--- src/hdl/pps_pkg.sv ---
`timescale 1ns / 1ps

package pps_pkg;

  // Largest width or height the block takes.
  localparam int unsigned DimBits  = 16;
  localparam int unsigned DimLimit = (DimBits >= 16) ? 65535 : ((1 << DimBits) - 1);

  localparam int unsigned AccW       = 17;
  localparam int unsigned DimW       = 16;
  localparam int unsigned PixCountW  = 2 * DimW;
  localparam int unsigned QueueDepth = 2;

  localparam logic [AccW-1:0] AccMax      = {AccW{1'b1}};
  localparam logic [AccW-1:0] DimLimitAcc = AccW'(DimLimit);
  localparam logic [AccW-1:0] DimSatAcc   = AccW'(65535);
  localparam logic [AccW-1:0] MaxvalLimit = AccW'(255);

  localparam logic [1:0] KindHeader = 2'd0;
  localparam logic [1:0] KindPixel  = 2'd1;
  localparam logic [1:0] KindError  = 2'd2;

  localparam logic [1:0] ErrBadMagic    = 2'd0;
  localparam logic [1:0] ErrHeaderShort = 2'd1;
  localparam logic [1:0] ErrBadValue    = 2'd2;
  localparam logic [1:0] ErrTruncated   = 2'd3;

  localparam logic [7:0] ChP     = 8'h50;
  localparam logic [7:0] Ch6     = 8'h36;
  localparam logic [7:0] ChHash  = 8'h23;
  localparam logic [7:0] ChLf    = 8'h0A;
  localparam logic [7:0] ChCr    = 8'h0D;
  localparam logic [7:0] ChTab   = 8'h09;
  localparam logic [7:0] ChSpace = 8'h20;
  localparam logic [7:0] ChPlus  = 8'h2B;
  localparam logic [7:0] Ch0     = 8'h30;
  localparam logic [7:0] Ch9     = 8'h39;

  localparam logic [7:0] AlphaOpaque = 8'hFF;

  typedef enum logic [2:0] {
    PhMagic,
    PhWidth,
    PhHeight,
    PhMaxval,
    PhAfter,
    PhPixels,
    PhDone
  } phase_e;

  // One byte as classified by the front stage.
  typedef struct packed {
    logic [7:0] data;
    logic       eof;
    logic       is_ws;
    logic       is_cr;
    logic       is_lf;
    logic       is_hash;
    logic       is_digit;
    logic       is_plus;
  } item_t;

  typedef struct packed {
    logic [1:0]      kind;
    logic [7:0]      red;
    logic [7:0]      green;
    logic [7:0]      blue;
    logic [7:0]      alpha;
    logic [DimW-1:0] width;
    logic [DimW-1:0] height;
    logic            last;
    logic [1:0]      err;
  } result_t;

endpackage

--- src/hdl/pps_front.sv ---
`timescale 1ns / 1ps

module pps_front (
  input  logic          clk_i,
  input  logic          rst_ni,
  input  logic          in_valid_i,
  output logic          in_ready_o,
  input  logic [7:0]    data_byte_i,
  input  logic          end_of_file_i,
  output logic          item_valid_o,
  input  logic          item_ready_i,
  output pps_pkg::item_t item_o
);

  logic           vld_q, vld_d;
  pps_pkg::item_t item_q, item_d;
  logic           take;

  assign in_ready_o   = !vld_q || item_ready_i;
  assign take         = in_valid_i && in_ready_o;
  assign item_valid_o = vld_q;
  assign item_o       = item_q;

  always_comb begin
    vld_d = vld_q;
    if (take) begin
      vld_d = 1'b1;
    end else if (item_ready_i) begin
      vld_d = 1'b0;
    end
  end

  always_comb begin
    item_d          = item_q;
    if (take) begin
      item_d.data     = data_byte_i;
      item_d.eof      = end_of_file_i;
      item_d.is_cr    = (data_byte_i == pps_pkg::ChCr);
      item_d.is_lf    = (data_byte_i == pps_pkg::ChLf);
      item_d.is_ws    = (data_byte_i == pps_pkg::ChSpace) || (data_byte_i == pps_pkg::ChTab) ||
                        (data_byte_i == pps_pkg::ChLf) || (data_byte_i == pps_pkg::ChCr);
      item_d.is_hash  = (data_byte_i == pps_pkg::ChHash);
      item_d.is_digit = (data_byte_i >= pps_pkg::Ch0) && (data_byte_i <= pps_pkg::Ch9);
      item_d.is_plus  = (data_byte_i == pps_pkg::ChPlus);
    end
  end

  always_ff @(posedge clk_i or negedge rst_ni) begin
    if (!rst_ni) begin
      vld_q <= 1'b0;
    end else begin
      vld_q <= vld_d;
    end
  end

  always_ff @(posedge clk_i) begin
    item_q <= item_d;
  end

endmodule

--- src/hdl/pps_queue.sv ---
`timescale 1ns / 1ps

module pps_queue (
  input  logic           clk_i,
  input  logic           rst_ni,
  input  logic           push_valid_i,
  output logic           push_ready_o,
  input  pps_pkg::item_t push_item_i,
  output logic           pop_valid_o,
  input  logic           pop_ready_i,
  output pps_pkg::item_t pop_item_o
);

  localparam int unsigned PtrW = (pps_pkg::QueueDepth > 1) ? $clog2(pps_pkg::QueueDepth) : 1;
  localparam int unsigned CntW = $clog2(pps_pkg::QueueDepth + 1);
  localparam logic [PtrW-1:0] LastIdx = PtrW'(pps_pkg::QueueDepth - 1);
  localparam logic [CntW-1:0] FullCnt = CntW'(pps_pkg::QueueDepth);

  pps_pkg::item_t  mem_q [pps_pkg::QueueDepth];
  logic [PtrW-1:0] wr_ptr_q, wr_ptr_d;
  logic [PtrW-1:0] rd_ptr_q, rd_ptr_d;
  logic [CntW-1:0] count_q, count_d;
  logic            push, pop;

  assign push_ready_o = (count_q != FullCnt);
  assign pop_valid_o  = (count_q != '0);
  assign pop_item_o   = mem_q[rd_ptr_q];
  assign push         = push_valid_i && push_ready_o;
  assign pop          = pop_valid_o && pop_ready_i;

  always_comb begin
    wr_ptr_d = wr_ptr_q;
    rd_ptr_d = rd_ptr_q;
    count_d  = count_q;
    if (push) begin
      wr_ptr_d = (wr_ptr_q == LastIdx) ? '0 : wr_ptr_q + PtrW'(1);
    end
    if (pop) begin
      rd_ptr_d = (rd_ptr_q == LastIdx) ? '0 : rd_ptr_q + PtrW'(1);
    end
    if (push && !pop) begin
      count_d = count_q + CntW'(1);
    end else if (pop && !push) begin
      count_d = count_q - CntW'(1);
    end
  end

  always_ff @(posedge clk_i or negedge rst_ni) begin
    if (!rst_ni) begin
      wr_ptr_q <= '0;
      rd_ptr_q <= '0;
      count_q  <= '0;
    end else begin
      wr_ptr_q <= wr_ptr_d;
      rd_ptr_q <= rd_ptr_d;
      count_q  <= count_d;
    end
  end

  always_ff @(posedge clk_i) begin
    if (push) begin
      mem_q[wr_ptr_q] <= push_item_i;
    end
  end

endmodule

--- src/hdl/pps_back.sv ---
`timescale 1ns / 1ps

module pps_back (
  input  logic             clk_i,
  input  logic             rst_ni,
  input  logic             item_valid_i,
  output logic             item_ready_o,
  input  pps_pkg::item_t   item_i,
  output logic             out_valid_o,
  input  logic             out_ready_i,
  output pps_pkg::result_t result_o
);

  localparam int unsigned AccW = pps_pkg::AccW;
  localparam int unsigned DimW = pps_pkg::DimW;
  localparam int unsigned PcW  = pps_pkg::PixCountW;

  pps_pkg::phase_e phase_q, phase_d;

  logic            in_comment_q, in_comment_d;
  logic            in_token_q, in_token_d;
  logic [1:0]      tcc_q, tcc_d;
  logic            token_bad_q, token_bad_d;
  logic            digits_done_q, digits_done_d;
  logic [AccW-1:0] acc_q, acc_d;
  logic [DimW-1:0] width_q, width_d;
  logic [DimW-1:0] height_q, height_d;
  logic            dim_bad_q, dim_bad_d;
  logic [PcW-1:0]  pixels_left_q, pixels_left_d;
  logic [1:0]      bip_q, bip_d;
  logic [7:0]      red_q, red_d;
  logic [7:0]      green_q, green_d;
  logic            delim_cr_q, delim_cr_d;

  logic             out_valid_q, out_valid_d;
  pps_pkg::result_t res_q, res_d;

  logic fire;
  logic live;
  logic header_phase;
  logic data_phase;
  logic close_now, close_eof;
  logic skip_lf;
  logic pix_byte;
  logic emit;
  logic [1:0] emit_kind, emit_err;
  logic magic_ok, maxval_bad;
  logic [DimW-1:0] acc_sat16;
  logic [PcW-1:0]  area;

  assign item_ready_o = !out_valid_q || out_ready_i;
  assign fire         = item_valid_i && item_ready_o;
  assign live         = fire && (phase_q != pps_pkg::PhDone);
  assign header_phase = (phase_q == pps_pkg::PhMagic) || (phase_q == pps_pkg::PhWidth) ||
                        (phase_q == pps_pkg::PhHeight) || (phase_q == pps_pkg::PhMaxval);
  assign data_phase   = (phase_q == pps_pkg::PhAfter) || (phase_q == pps_pkg::PhPixels);

  // A token closes on a delimiter, or on the end marker while it is open.
  assign close_now = live && header_phase && in_token_q && (item_i.eof || item_i.is_ws);
  assign close_eof = item_i.eof;
  assign skip_lf   = (phase_q == pps_pkg::PhAfter) && item_i.is_lf;
  assign pix_byte  = live && data_phase && !item_i.eof && !skip_lf && (pixels_left_q != '0);

  assign magic_ok   = (tcc_q == 2'd2) && !token_bad_q;
  assign maxval_bad = (width_q == '0) || (height_q == '0) || dim_bad_q ||
                      (acc_q == '0) || (acc_q > pps_pkg::MaxvalLimit);
  assign acc_sat16  = (acc_q > pps_pkg::DimSatAcc) ? {DimW{1'b1}} : acc_q[DimW-1:0];
  assign area       = PcW'(width_q) * PcW'(height_q);

  // Next state and result selection.
  always_comb begin
    phase_d   = phase_q;
    emit      = 1'b0;
    emit_kind = pps_pkg::KindError;
    emit_err  = pps_pkg::ErrBadMagic;
    if (live) begin
      if (item_i.eof && !(header_phase && in_token_q)) begin
        emit     = 1'b1;
        emit_err = header_phase ? pps_pkg::ErrHeaderShort : pps_pkg::ErrTruncated;
        phase_d  = pps_pkg::PhDone;
      end else if (close_now) begin
        unique case (phase_q)
          pps_pkg::PhMagic: begin
            if (!magic_ok || close_eof) begin
              emit     = 1'b1;
              emit_err = !magic_ok ? pps_pkg::ErrBadMagic : pps_pkg::ErrHeaderShort;
              phase_d  = pps_pkg::PhDone;
            end else begin
              phase_d = pps_pkg::PhWidth;
            end
          end
          pps_pkg::PhWidth, pps_pkg::PhHeight: begin
            if (close_eof) begin
              emit     = 1'b1;
              emit_err = pps_pkg::ErrHeaderShort;
              phase_d  = pps_pkg::PhDone;
            end else begin
              phase_d = (phase_q == pps_pkg::PhWidth) ? pps_pkg::PhHeight : pps_pkg::PhMaxval;
            end
          end
          default: begin
            emit = 1'b1;
            if (maxval_bad || close_eof) begin
              emit_err = maxval_bad ? pps_pkg::ErrBadValue : pps_pkg::ErrTruncated;
              phase_d  = pps_pkg::PhDone;
            end else begin
              emit_kind = pps_pkg::KindHeader;
              phase_d   = item_i.is_cr ? pps_pkg::PhAfter : pps_pkg::PhPixels;
            end
          end
        endcase
      end else if (data_phase) begin
        if (skip_lf) begin
          phase_d = pps_pkg::PhPixels;
        end else if (pixels_left_q == '0) begin
          phase_d = pps_pkg::PhDone;
        end else if (bip_q == 2'd2) begin
          emit      = 1'b1;
          emit_kind = pps_pkg::KindPixel;
          phase_d   = (pixels_left_q == PcW'(1)) ? pps_pkg::PhDone : pps_pkg::PhPixels;
        end else begin
          phase_d = pps_pkg::PhPixels;
        end
      end
    end
  end

  // Token, header and pixel datapath.
  always_comb begin
    logic [1:0]      b_tcc;
    logic            b_bad;
    logic            b_dd;
    logic [AccW-1:0] b_acc;
    logic [AccW+3:0] prod;
    logic            take;

    in_comment_d  = in_comment_q;
    in_token_d    = in_token_q;
    tcc_d         = tcc_q;
    token_bad_d   = token_bad_q;
    digits_done_d = digits_done_q;
    acc_d         = acc_q;
    width_d       = width_q;
    height_d      = height_q;
    dim_bad_d     = dim_bad_q;
    pixels_left_d = pixels_left_q;
    bip_d         = bip_q;
    red_d         = red_q;
    green_d       = green_q;
    delim_cr_d    = delim_cr_q;

    // A new token starts from cleared token state.
    b_tcc = in_token_q ? tcc_q : 2'd0;
    b_bad = in_token_q ? token_bad_q : 1'b0;
    b_dd  = in_token_q ? digits_done_q : 1'b0;
    b_acc = in_token_q ? acc_q : '0;
    prod  = {b_acc, 3'b000} + {2'b00, b_acc, 1'b0} + (AccW+4)'(item_i.data[3:0]);
    take  = 1'b0;

    if (live && header_phase && !item_i.eof && !close_now) begin
      if (in_token_q) begin
        take = 1'b1;
      end else if (in_comment_q) begin
        if (item_i.is_lf) begin
          in_comment_d = 1'b0;
        end
      end else if (item_i.is_hash) begin
        in_comment_d = 1'b1;
      end else if (!item_i.is_ws) begin
        in_token_d = 1'b1;
        take       = 1'b1;
      end
    end

    if (take) begin
      tcc_d         = (b_tcc == 2'd3) ? b_tcc : b_tcc + 2'd1;
      token_bad_d   = b_bad;
      digits_done_d = b_dd;
      acc_d         = b_acc;
      if (phase_q == pps_pkg::PhMagic) begin
        if ((b_tcc == 2'd0 && item_i.data != pps_pkg::ChP) ||
            (b_tcc == 2'd1 && item_i.data != pps_pkg::Ch6) || (b_tcc >= 2'd2)) begin
          token_bad_d = 1'b1;
        end
      end else if (!b_dd) begin
        if (item_i.is_digit) begin
          acc_d = (prod > (AccW+4)'(pps_pkg::AccMax)) ? pps_pkg::AccMax : prod[AccW-1:0];
        end else if (!(item_i.is_plus && b_tcc == 2'd0)) begin
          digits_done_d = 1'b1;
        end
      end
    end

    if (close_now) begin
      in_token_d = 1'b0;
      if (!close_eof) begin
        delim_cr_d = item_i.is_cr;
      end
      if (phase_q == pps_pkg::PhWidth || phase_q == pps_pkg::PhHeight) begin
        if (acc_q > pps_pkg::DimLimitAcc) begin
          dim_bad_d = 1'b1;
        end
        if (phase_q == pps_pkg::PhWidth) begin
          width_d = acc_sat16;
        end else begin
          height_d = acc_sat16;
        end
      end
      if (phase_q == pps_pkg::PhMaxval) begin
        pixels_left_d = area;
        bip_d         = 2'd0;
      end
    end

    if (pix_byte) begin
      case (bip_q)
        2'd0: begin
          red_d = item_i.data;
          bip_d = 2'd1;
        end
        2'd1: begin
          green_d = item_i.data;
          bip_d   = 2'd2;
        end
        default: begin
          bip_d         = 2'd0;
          pixels_left_d = pixels_left_q - PcW'(1);
        end
      endcase
    end
  end

  // Output register; fields other than those of the result kind read as zero.
  always_comb begin
    out_valid_d = out_valid_q;
    res_d       = res_q;
    if (emit) begin
      out_valid_d = 1'b1;
      res_d       = '0;
      res_d.kind  = emit_kind;
      case (emit_kind)
        pps_pkg::KindHeader: begin
          res_d.width  = width_q;
          res_d.height = height_q;
        end
        pps_pkg::KindPixel: begin
          res_d.red   = red_q;
          res_d.green = green_q;
          res_d.blue  = item_i.data;
          res_d.alpha = pps_pkg::AlphaOpaque;
          res_d.last  = (pixels_left_q == PcW'(1));
        end
        default: begin
          res_d.err = emit_err;
        end
      endcase
    end else if (out_ready_i) begin
      out_valid_d = 1'b0;
    end
  end

  assign out_valid_o = out_valid_q;
  assign result_o    = res_q;

  always_ff @(posedge clk_i or negedge rst_ni) begin
    if (!rst_ni) begin
      phase_q       <= pps_pkg::PhMagic;
      in_comment_q  <= 1'b0;
      in_token_q    <= 1'b0;
      tcc_q         <= 2'd0;
      token_bad_q   <= 1'b0;
      digits_done_q <= 1'b0;
      acc_q         <= '0;
      width_q       <= '0;
      height_q      <= '0;
      dim_bad_q     <= 1'b0;
      pixels_left_q <= '0;
      bip_q         <= 2'd0;
      red_q         <= '0;
      green_q       <= '0;
      delim_cr_q    <= 1'b0;
      out_valid_q   <= 1'b0;
    end else begin
      phase_q       <= phase_d;
      in_comment_q  <= in_comment_d;
      in_token_q    <= in_token_d;
      tcc_q         <= tcc_d;
      token_bad_q   <= token_bad_d;
      digits_done_q <= digits_done_d;
      acc_q         <= acc_d;
      width_q       <= width_d;
      height_q      <= height_d;
      dim_bad_q     <= dim_bad_d;
      pixels_left_q <= pixels_left_d;
      bip_q         <= bip_d;
      red_q         <= red_d;
      green_q       <= green_d;
      delim_cr_q    <= delim_cr_d;
      out_valid_q   <= out_valid_d;
    end
  end

  always_ff @(posedge clk_i) begin
    res_q <= res_d;
  end

endmodule

--- src/hdl/ppm_p6_stream_parser.sv ---
`timescale 1ns / 1ps

// Binary PPM (P6) parser: one file byte per input item, then an item with
// end_of_file set. It sends one header result (width, height), then one RGBA
// pixel per three data bytes with last_pixel on the final one, or stops at
// a single error result; after that it ignores input until reset. The block
// takes one byte per clock for as long as results are taken: the front stage
// registers and classifies each byte, a two-entry queue decouples it from
// the parser, and the parser updates its state for one byte per cycle into
// an output register. A byte that causes a result passes the front register,
// a queue entry and the output register before the result is presented, and
// waits longer only while earlier items sit queued behind a stalled output.
module ppm_p6_stream_parser (
  input  logic        clk_i,
  input  logic        rst_ni,
  input  logic        in_valid_i,
  output logic        in_ready_o,
  input  logic [7:0]  data_byte_i,
  input  logic        end_of_file_i,
  output logic        out_valid_o,
  input  logic        out_ready_i,
  output logic [1:0]  result_kind_o,
  output logic [7:0]  red_o,
  output logic [7:0]  green_o,
  output logic [7:0]  blue_o,
  output logic [7:0]  alpha_o,
  output logic [15:0] image_width_o,
  output logic [15:0] image_height_o,
  output logic        last_pixel_o,
  output logic [1:0]  error_code_o
);

  logic             fr_valid, fr_ready;
  pps_pkg::item_t   fr_item;
  logic             q_valid, q_ready;
  pps_pkg::item_t   q_item;
  pps_pkg::result_t result;

  pps_front u_front (
    .clk_i        (clk_i),
    .rst_ni       (rst_ni),
    .in_valid_i   (in_valid_i),
    .in_ready_o   (in_ready_o),
    .data_byte_i  (data_byte_i),
    .end_of_file_i(end_of_file_i),
    .item_valid_o (fr_valid),
    .item_ready_i (fr_ready),
    .item_o       (fr_item)
  );

  pps_queue u_queue (
    .clk_i       (clk_i),
    .rst_ni      (rst_ni),
    .push_valid_i(fr_valid),
    .push_ready_o(fr_ready),
    .push_item_i (fr_item),
    .pop_valid_o (q_valid),
    .pop_ready_i (q_ready),
    .pop_item_o  (q_item)
  );

  pps_back u_back (
    .clk_i       (clk_i),
    .rst_ni      (rst_ni),
    .item_valid_i(q_valid),
    .item_ready_o(q_ready),
    .item_i      (q_item),
    .out_valid_o (out_valid_o),
    .out_ready_i (out_ready_i),
    .result_o    (result)
  );

  assign result_kind_o  = result.kind;
  assign red_o          = result.red;
  assign green_o        = result.green;
  assign blue_o         = result.blue;
  assign alpha_o        = result.alpha;
  assign image_width_o  = result.width;
  assign image_height_o = result.height;
  assign last_pixel_o   = result.last;
  assign error_code_o   = result.err;

endmodule

--- config.mk ---
export PLATFORM = sky130hd
export DESIGN_NAME = ppm_p6_stream_parser
export DESIGN_NICKNAME = d
export VERILOG_FILES = /design/src/hdl/pps_pkg.sv /design/src/hdl/pps_front.sv /design/src/hdl/pps_queue.sv /design/src/hdl/pps_back.sv /design/src/hdl/ppm_p6_stream_parser.sv
export SDC_FILE = /design/constraint.sdc
export NUM_CORES = 1
export LEC_CHECK = 0
export BUFFER_PORTS_ARGS = -buffer_cell sky130_fd_sc_hd__clkbuf_2
export CORE_MARGIN = 2
export CORE_UTILIZATION = 45
export CTS_BUF_LIST = sky130_fd_sc_hd__clkbuf_4 sky130_fd_sc_hd__clkbuf_8
export DETAILED_ROUTE_END_ITERATION = 6
export PLACE_DENSITY_LB_ADDON = 0.15
export SYNTH_ARGS = -nofsm -noshare
export SYNTH_HDL_FRONTEND = slang
export SYNTH_SLANG_ARGS = --single-unit
--- constraint.sdc ---
create_clock -name clk_i -period 6.4 [get_ports clk_i]
set_input_delay 1.6 -clock clk_i [delete_from_list [all_inputs] [get_ports clk_i]]
set_output_delay 1.6 -clock clk_i [all_outputs]
set_load 0.01 [all_outputs]
[After elaboration in Yosys (flattened, before gate mapping)]
Memory sizes are Yosys's and may differ from the RTL's.
Index checks and enable logic that the tools add are counted.
Word-level totals
  memories: 1
  output and inout bits: 71
  memory bits (writable): 30
  bits of input ports: 13
  register bits: 199
  logic and storage cells: 244
Cells by class
  equality and inequality tests: 22
  bitwise logic cells: 3
  order comparisons: 6
  multiplexer cells: 86
  reduce and logical (&&, ||, !) cells: 81
  multiply operators: 1
  add/sub/neg operators: 8
Memory list
  u_queue.mem_q: depth 2, width 15, rd ports 1, clocked after Yosys merged registers in 0, write ports 1, line pps_queue.sv:19  | pps_pkg::item_t mem_q [pps_pkg::QueueDepth];
Operators by type and width (count)
  two-way mux 32 bit: 4
  two-way mux 17 bit: 5
  two-way mux 2 bit: 22
  two-way mux 1 bit: 40
  equality test 32 x 1 -> 1 bit (second input constant): 1
  zero test 16 bit: 2
  zero test 32 bit: 1
  multiplier 16 x 16 -> 32 bit: 1
  nonzero test 32 bit: 1
  subtractor 32 x 1 -> 32 bit (second input constant): 1
  two-way mux 3 bit: 9
  equality test 8 x 4 -> 1 bit (second input constant): 3
  equality test 8 x 6 -> 1 bit (second input constant): 3
  logical AND 1 bit: 23
  adder 20 x 18 -> 21 bit: 1
  adder 21 x 4 -> 21 bit: 1
  greater-than comparator 21 x 17 -> 1 bit (second input constant): 1
  logical OR 1 bit: 19
  greater-than comparator 17 x 16 -> 1 bit (second input constant): 1
  greater-than comparator 17 x 8 -> 1 bit (second input constant): 1
  zero test 17 bit: 1
  two-way mux 16 bit: 1
  nonzero test 2 bit: 7
  zero test 1 bit: 10
  other kinds (27): 48

[Longest topological paths before layout]
  word-level depth: 13
  depth in mapped cells: 23
  gate-level depth less buffers: 22

[Modules after synthesis]
A second synthesis with hierarchy kept.
Second synthesis, totals
  cells, all modules: 2021
  area, all modules: 19530.0 µm²
Modules (own cells, without submodules)
  pps_back: area each 17564.3 µm², cells each 1919, times used 1, sequential area each 4614.4 µm²
  pps_queue: area each 1331.3 µm², cells each 65, times used 1, sequential area each 1001.0 µm²
  pps_front: area each 634.4 µm², cells each 37, times used 1, sequential area each 475.5 µm²

[Least setup slack after synthesis]
OpenSTA, ideal clock, no wires.
  kind: in2reg
  from: input port out_ready_i
  to: register u_back.out_valid_q (netlist: u_back.out_valid_o)
  path slack: -1.079 ns
  buffers on the path: 0
  setup time: 0.093 ns
  data arrival time: 7.386 ns
  data required time: 6.307 ns
  stages: 8
  cells stage by stage: nor2b_1 nor2_1 inv_2 nor3_1 nand3_1 nor3_1 a211oi_1 or2_2
Between the ends
  longest elaborated chain between the ends: 10
  elaborated cells on any way between the ends: 11
RTL lines
  start: declaration: line ppm_p6_stream_parser.sv:21  | input logic out_ready_i,
  logical OR 1 bit *: line pps_back.sv:51  | assign item_ready_o = !out_valid_q || out_ready_i;
  logical AND 1 bit *: line pps_back.sv:52  | assign fire = item_valid_i && item_ready_o;
  logical AND 1 bit *: line pps_back.sv:53  | assign live = fire && (phase_q != pps_pkg::PhDone);
  logical AND 1 bit (3 in series): line pps_back.sv:59  | assign close_now = live && header_phase && in_token_q && (item_i.eof || item_i.is_ws);
  two-way mux 1 bit: line pps_back.sv:81  | end else if (close_now) begin
  two-way mux 1 bit: line pps_back.sv:77  | if (item_i.eof && !(header_phase && in_token_q)) begin
  two-way mux 1 bit *: line pps_back.sv:76  | if (live) begin
  net u_back.emit: line pps_back.sv:45  | logic emit;
  two-way mux 1 bit / nonzero test 2 bit (equally long branches)
  end signal: assignment: line pps_back.sv:299  | out_valid_q <= out_valid_d;
  end: declaration: line pps_back.sv:35  | logic out_valid_q, out_valid_d;
Mark *: on every way through the listed nets, which the timed path passes. The rest lies on a longest branch.
A chain may end at the register's enable or synchronous reset.

[Worst setup path after layout]
  from: register u_back.width_q[5]
  to: register u_back.pixels_left_q[24]
Between the ends
  longest elaborated chain between the ends: 5
RTL lines
  start: declaration: line pps_back.sv:26  | logic [DimW-1:0] width_q, width_d;
  start signal: assignment: line pps_back.sv:291  | width_q <= width_d;
  multiplier 16 x 16 -> 32 bit *: line pps_back.sv:68  | assign area = PcW'(width_q) * PcW'(height_q);
  two-way mux 32 bit *: line pps_back.sv:209  | if (phase_q == pps_pkg::PhMaxval) begin
  two-way mux 32 bit *: line pps_back.sv:194  | if (close_now) begin
  two-way mux 32 bit: line pps_back.sv:216  | case (bip_q)
  two-way mux 32 bit *: line pps_back.sv:215  | if (pix_byte) begin
  net u_back.pixels_left_d[24]: line pps_back.sv:29  | logic [PcW-1:0] pixels_left_q, pixels_left_d;
  end signal: assignment: line pps_back.sv:294  | pixels_left_q <= pixels_left_d;
  end: declaration: line pps_back.sv:29
Marked as above.

==> flow_summary.ini <==
[yosys]
synth_flop_cell = dfrtp_1
seq_area_frac_synth_pct = 31.6
ys_seq_elements = 222
synth_cell_type_count = 71
synth_area_um2 = 19300
syn_area_per_cell_um2 = 9.73
synth_enable_flop_cells = 107
async_reset_ff_share_pct = 51.8
synth_warnings = 0
syn_inst = 1981
synth_nets = 2330

[final_layout]
multi_input_area_um2 = 11800
layout_common_cells = inv_1 (254), nand2_1 (235), fa_1 (196)
final_cell_area_um2 = 21300
layout-drive-gt1-share_pct = 13.7
antenna-diode-count = 0
syn2layout_area_growth_pct = 10.7
fin_util_pct = 50.6
fill_cells = 3938
seq_area_um2 = 6110
nets = 2417
final_common_cell = inv_1

[critical_path]
cp_top_family = adder cells
cp_slowest_cell = fa_1
cp_cell_sequence = clkbuf_4, and2_1, fa_1, inv_1, fa_1, inv_1, fa_1, fa_1, fa_1, inv_1, fa_1, inv_1, ha_1, a21oi_1, o21ai_0, o21ai_2, nand3_2, a221o_1, a21oi_1, xor2_1, a21oi_1
path_depth = 21
worstPathMaxFanout = 7
cp_data_required_time_ns = 6.86
start_kind = flop
cp_common_cell = fa_1
slowest_delay_ns = 0.58
end_kind = flop
path_buf_inv = 5
ff2ff_path_depth = 21
arrival_ns = 6.64
crit_type = flop to flop

[clocking]
cts_root_buf = clkbuf_8
hold_buffers = 0
cts.htree.levels = 2
cts_made_buffers = 41
cts.sinks = 222
clk_path_buf_depth = 3
insertion_delay_ns = 0.60
clk_pin_slew_ns = 0.06
cts_tree = done

[sta]
hold_slack_ns = 0.441
fin_crit_ns = 6.18
worst_slew_pin_slew_ns = 1.02
skew_ns = 0.0215
slew_viol_final = 0
slew_headroom_pct = 32.1
fmax_mhz = 162
hold_viol = 0
setup_tns_ns = 0
setup_viol = 0
finalCritPeriodShare_pct = 96.6

[global_route]
grt_pass1_vias = 14700
grt-ovfl-total = 0
globalRouteTotalUtil_pct = 22.3
antenna_found_initial = 0
grt_max_degree = 55
grt_pass1_wl_um = 78000

[route]
initialDrtViolationCount = 821
drt-met1-wl_um = 21200
totalWireLength_um = 47800
ant_nets = 0
wl_met2_um = 23400
dr.pass1.iters = 5
routed.top_layer = met4
via_count = 14200
via_per_inst = 5.37
wl_per_cell_um = 18.1
drc = 0
met3_length_um = 1950

[outcome]
status = complete, no violations

[floorplanning]
die_area_um2 = 44500
start_util_pct = 45.7
rows = 75
ios = 84
die_x_um = 211
die_h_um = 211
core_area_um2 = 42100

[placed_design]
placed_cell_area_um2 = 20400
portBuffers = 83
finalWeightedCongestion = 0.873
post-dp-hpwl_um = 37200

[hold_path]
holdPathStages = 0
min_path_type = flop to flop

[power]
power_density_nw_per_um2 = 162
ir_worst_vdd_mv = 0.231
leakage_uw = 0.00983

[flow_run]
cap_violations = 0
-- state kept, by name (all words and copies together) (netlist names), 2 cells and up --
name / cells
u_front.item_o: 15
u_back.pixels_left_q: 32
u_queue.count_q: 2
u_back.height_q: 16
u_back.bip_q: 2
u_back.red_q: 8
u_back.result_o: 62
u_back.green_q: 8
u_back.acc_q: 17
u_queue.mem_q: 30
u_back.width_q: 16
u_back.phase_q: 3
u_back.tcc_q: 2
-- worst paths after layout --
| check | start | endpoint | slack (ns) |
|---|---|---|---|
| setup / recovery | u_back.width_q[5]$_DFFE_PN0P_ | u_back.pixels_left_q[24]$_DFF_PN0_ | 0.22 |
| hold / removal | u_front.item_o[14]$_DFFE_PP_ | u_queue.mem_q[0][14]$_DFFE_PP_ | 0.44 |
| setup reg to reg | u_back.width_q[5]$_DFFE_PN0P_ | u_back.pixels_left_q[24]$_DFF_PN0_ | 0.22 |
| hold reg to reg | u_front.item_o[14]$_DFFE_PP_ | u_queue.mem_q[0][14]$_DFFE_PP_ | 0.44 |
| max in group asynchronous | rst_ni | u_back.height_q[3]$_DFFE_PN0P_ | 4.51 |
| min in group asynchronous | rst_ni | u_back.green_q[6]$_DFFE_PN0P_ | 0.86 |
-- per-layer routing --
metal / vias to the layer above / global-route usage (%)
met5: - / 0
met4: 0 / 6.73
met3: 74 / 2.72
met2: 307 / 37.4
met1: 7045 / 30.4
li1: 6742 / -
-- logic make-up (layout without fill, tap and decap cells) --
| group | after synthesis | after routing | synth area share, % |
|---|---|---|---|
| AND/OR/NAND/NOR | 694 | 694 | 18.2 |
| buffers and inverters | 364 | 484 | 7.48 |
| adder cells (fa/ha/maj) | 336 | 336 | 29.4 |
| AO/OA/AOI/OAI | 299 | 299 | 10.1 |
| flip-flops | 222 | 222 | 31.6 |
| XOR/XNOR | 46 | 46 | 2.09 |
| multiplexers | 20 | 20 | 1.07 |
-- cell type report --
class / instances / area share, %
Clock buffer: 58 / 3.39
Sequential cell: 222 / 28.7
Clock inverter: 18 / 0.622
Multi-Input combinational cell: 1395 / 55.3
Timing Repair Buffer: 153 / 4.42
Tap cell: 539 / 3.16
Inverter: 255 / 4.49
-- stage by stage --
stage	power (uW)	std cells	worst slack, ns
after detailed placement	2070	2561	-0.0199
after floorplan	1930	1981	0.323
final	3460	2640	0.217
after CTS	3510	2637	0.0235
after global placement	2060	2561	0.0560
after global routing	3620	2640	-0.0130
-- report_power, final --
part	total [uW]	switching [uW]	internal (uW)	leakage (uW)
Clock	1420	637	783	0.000460
Sequential	1660	57.2	1610	0.00228
Combinational	377	249	128	0.00709
-- cells in the mapped netlist, drive strengths merged (15+ instances only) --
library cell | number | area share (%)
a211oi | 17 | 0.69
a21oi | 81 | 2.1
and2 | 185 | 6.0
buf | 23 | 0.84
clkbuf | 86 | 1.7
dfrtp | 115 | 15
edfxtp | 107 | 17
fa | 196 | 20
ha | 140 | 9.1
inv | 255 | 5.0
mux2i | 15 | 0.78
nand2 | 236 | 4.6
nand3 | 34 | 0.88
nor2 | 97 | 1.9
nor3 | 31 | 0.81
nor4 | 22 | 0.87
o21a | 15 | 0.58
o21ai | 85 | 2.2
or3 | 20 | 0.66
xnor2 | 27 | 1.2
xor2 | 19 | 0.86
-- worst reg2reg max path: cells and delay by family (launching register included) --
family | cells | cell delay (ns)
DFF | 1 | 0.48
xor gates and xnor gates | 1 | 0.28
AOI/OAI and AO/OA | 6 | 1.23
adders and majority gates | 7 | 3.35
buffers and inverters | 5 | 0.44
and+or+nand+nor | 2 | 0.31
-- repair_timing --
item	4_1_cts	5_1_grt
pin swaps	0	2
endpoints found under the setup margin	3	12
buffers inserted	0	3
resized for setup	2	27
Note: power is estimated with default switching activity, not from simulation.
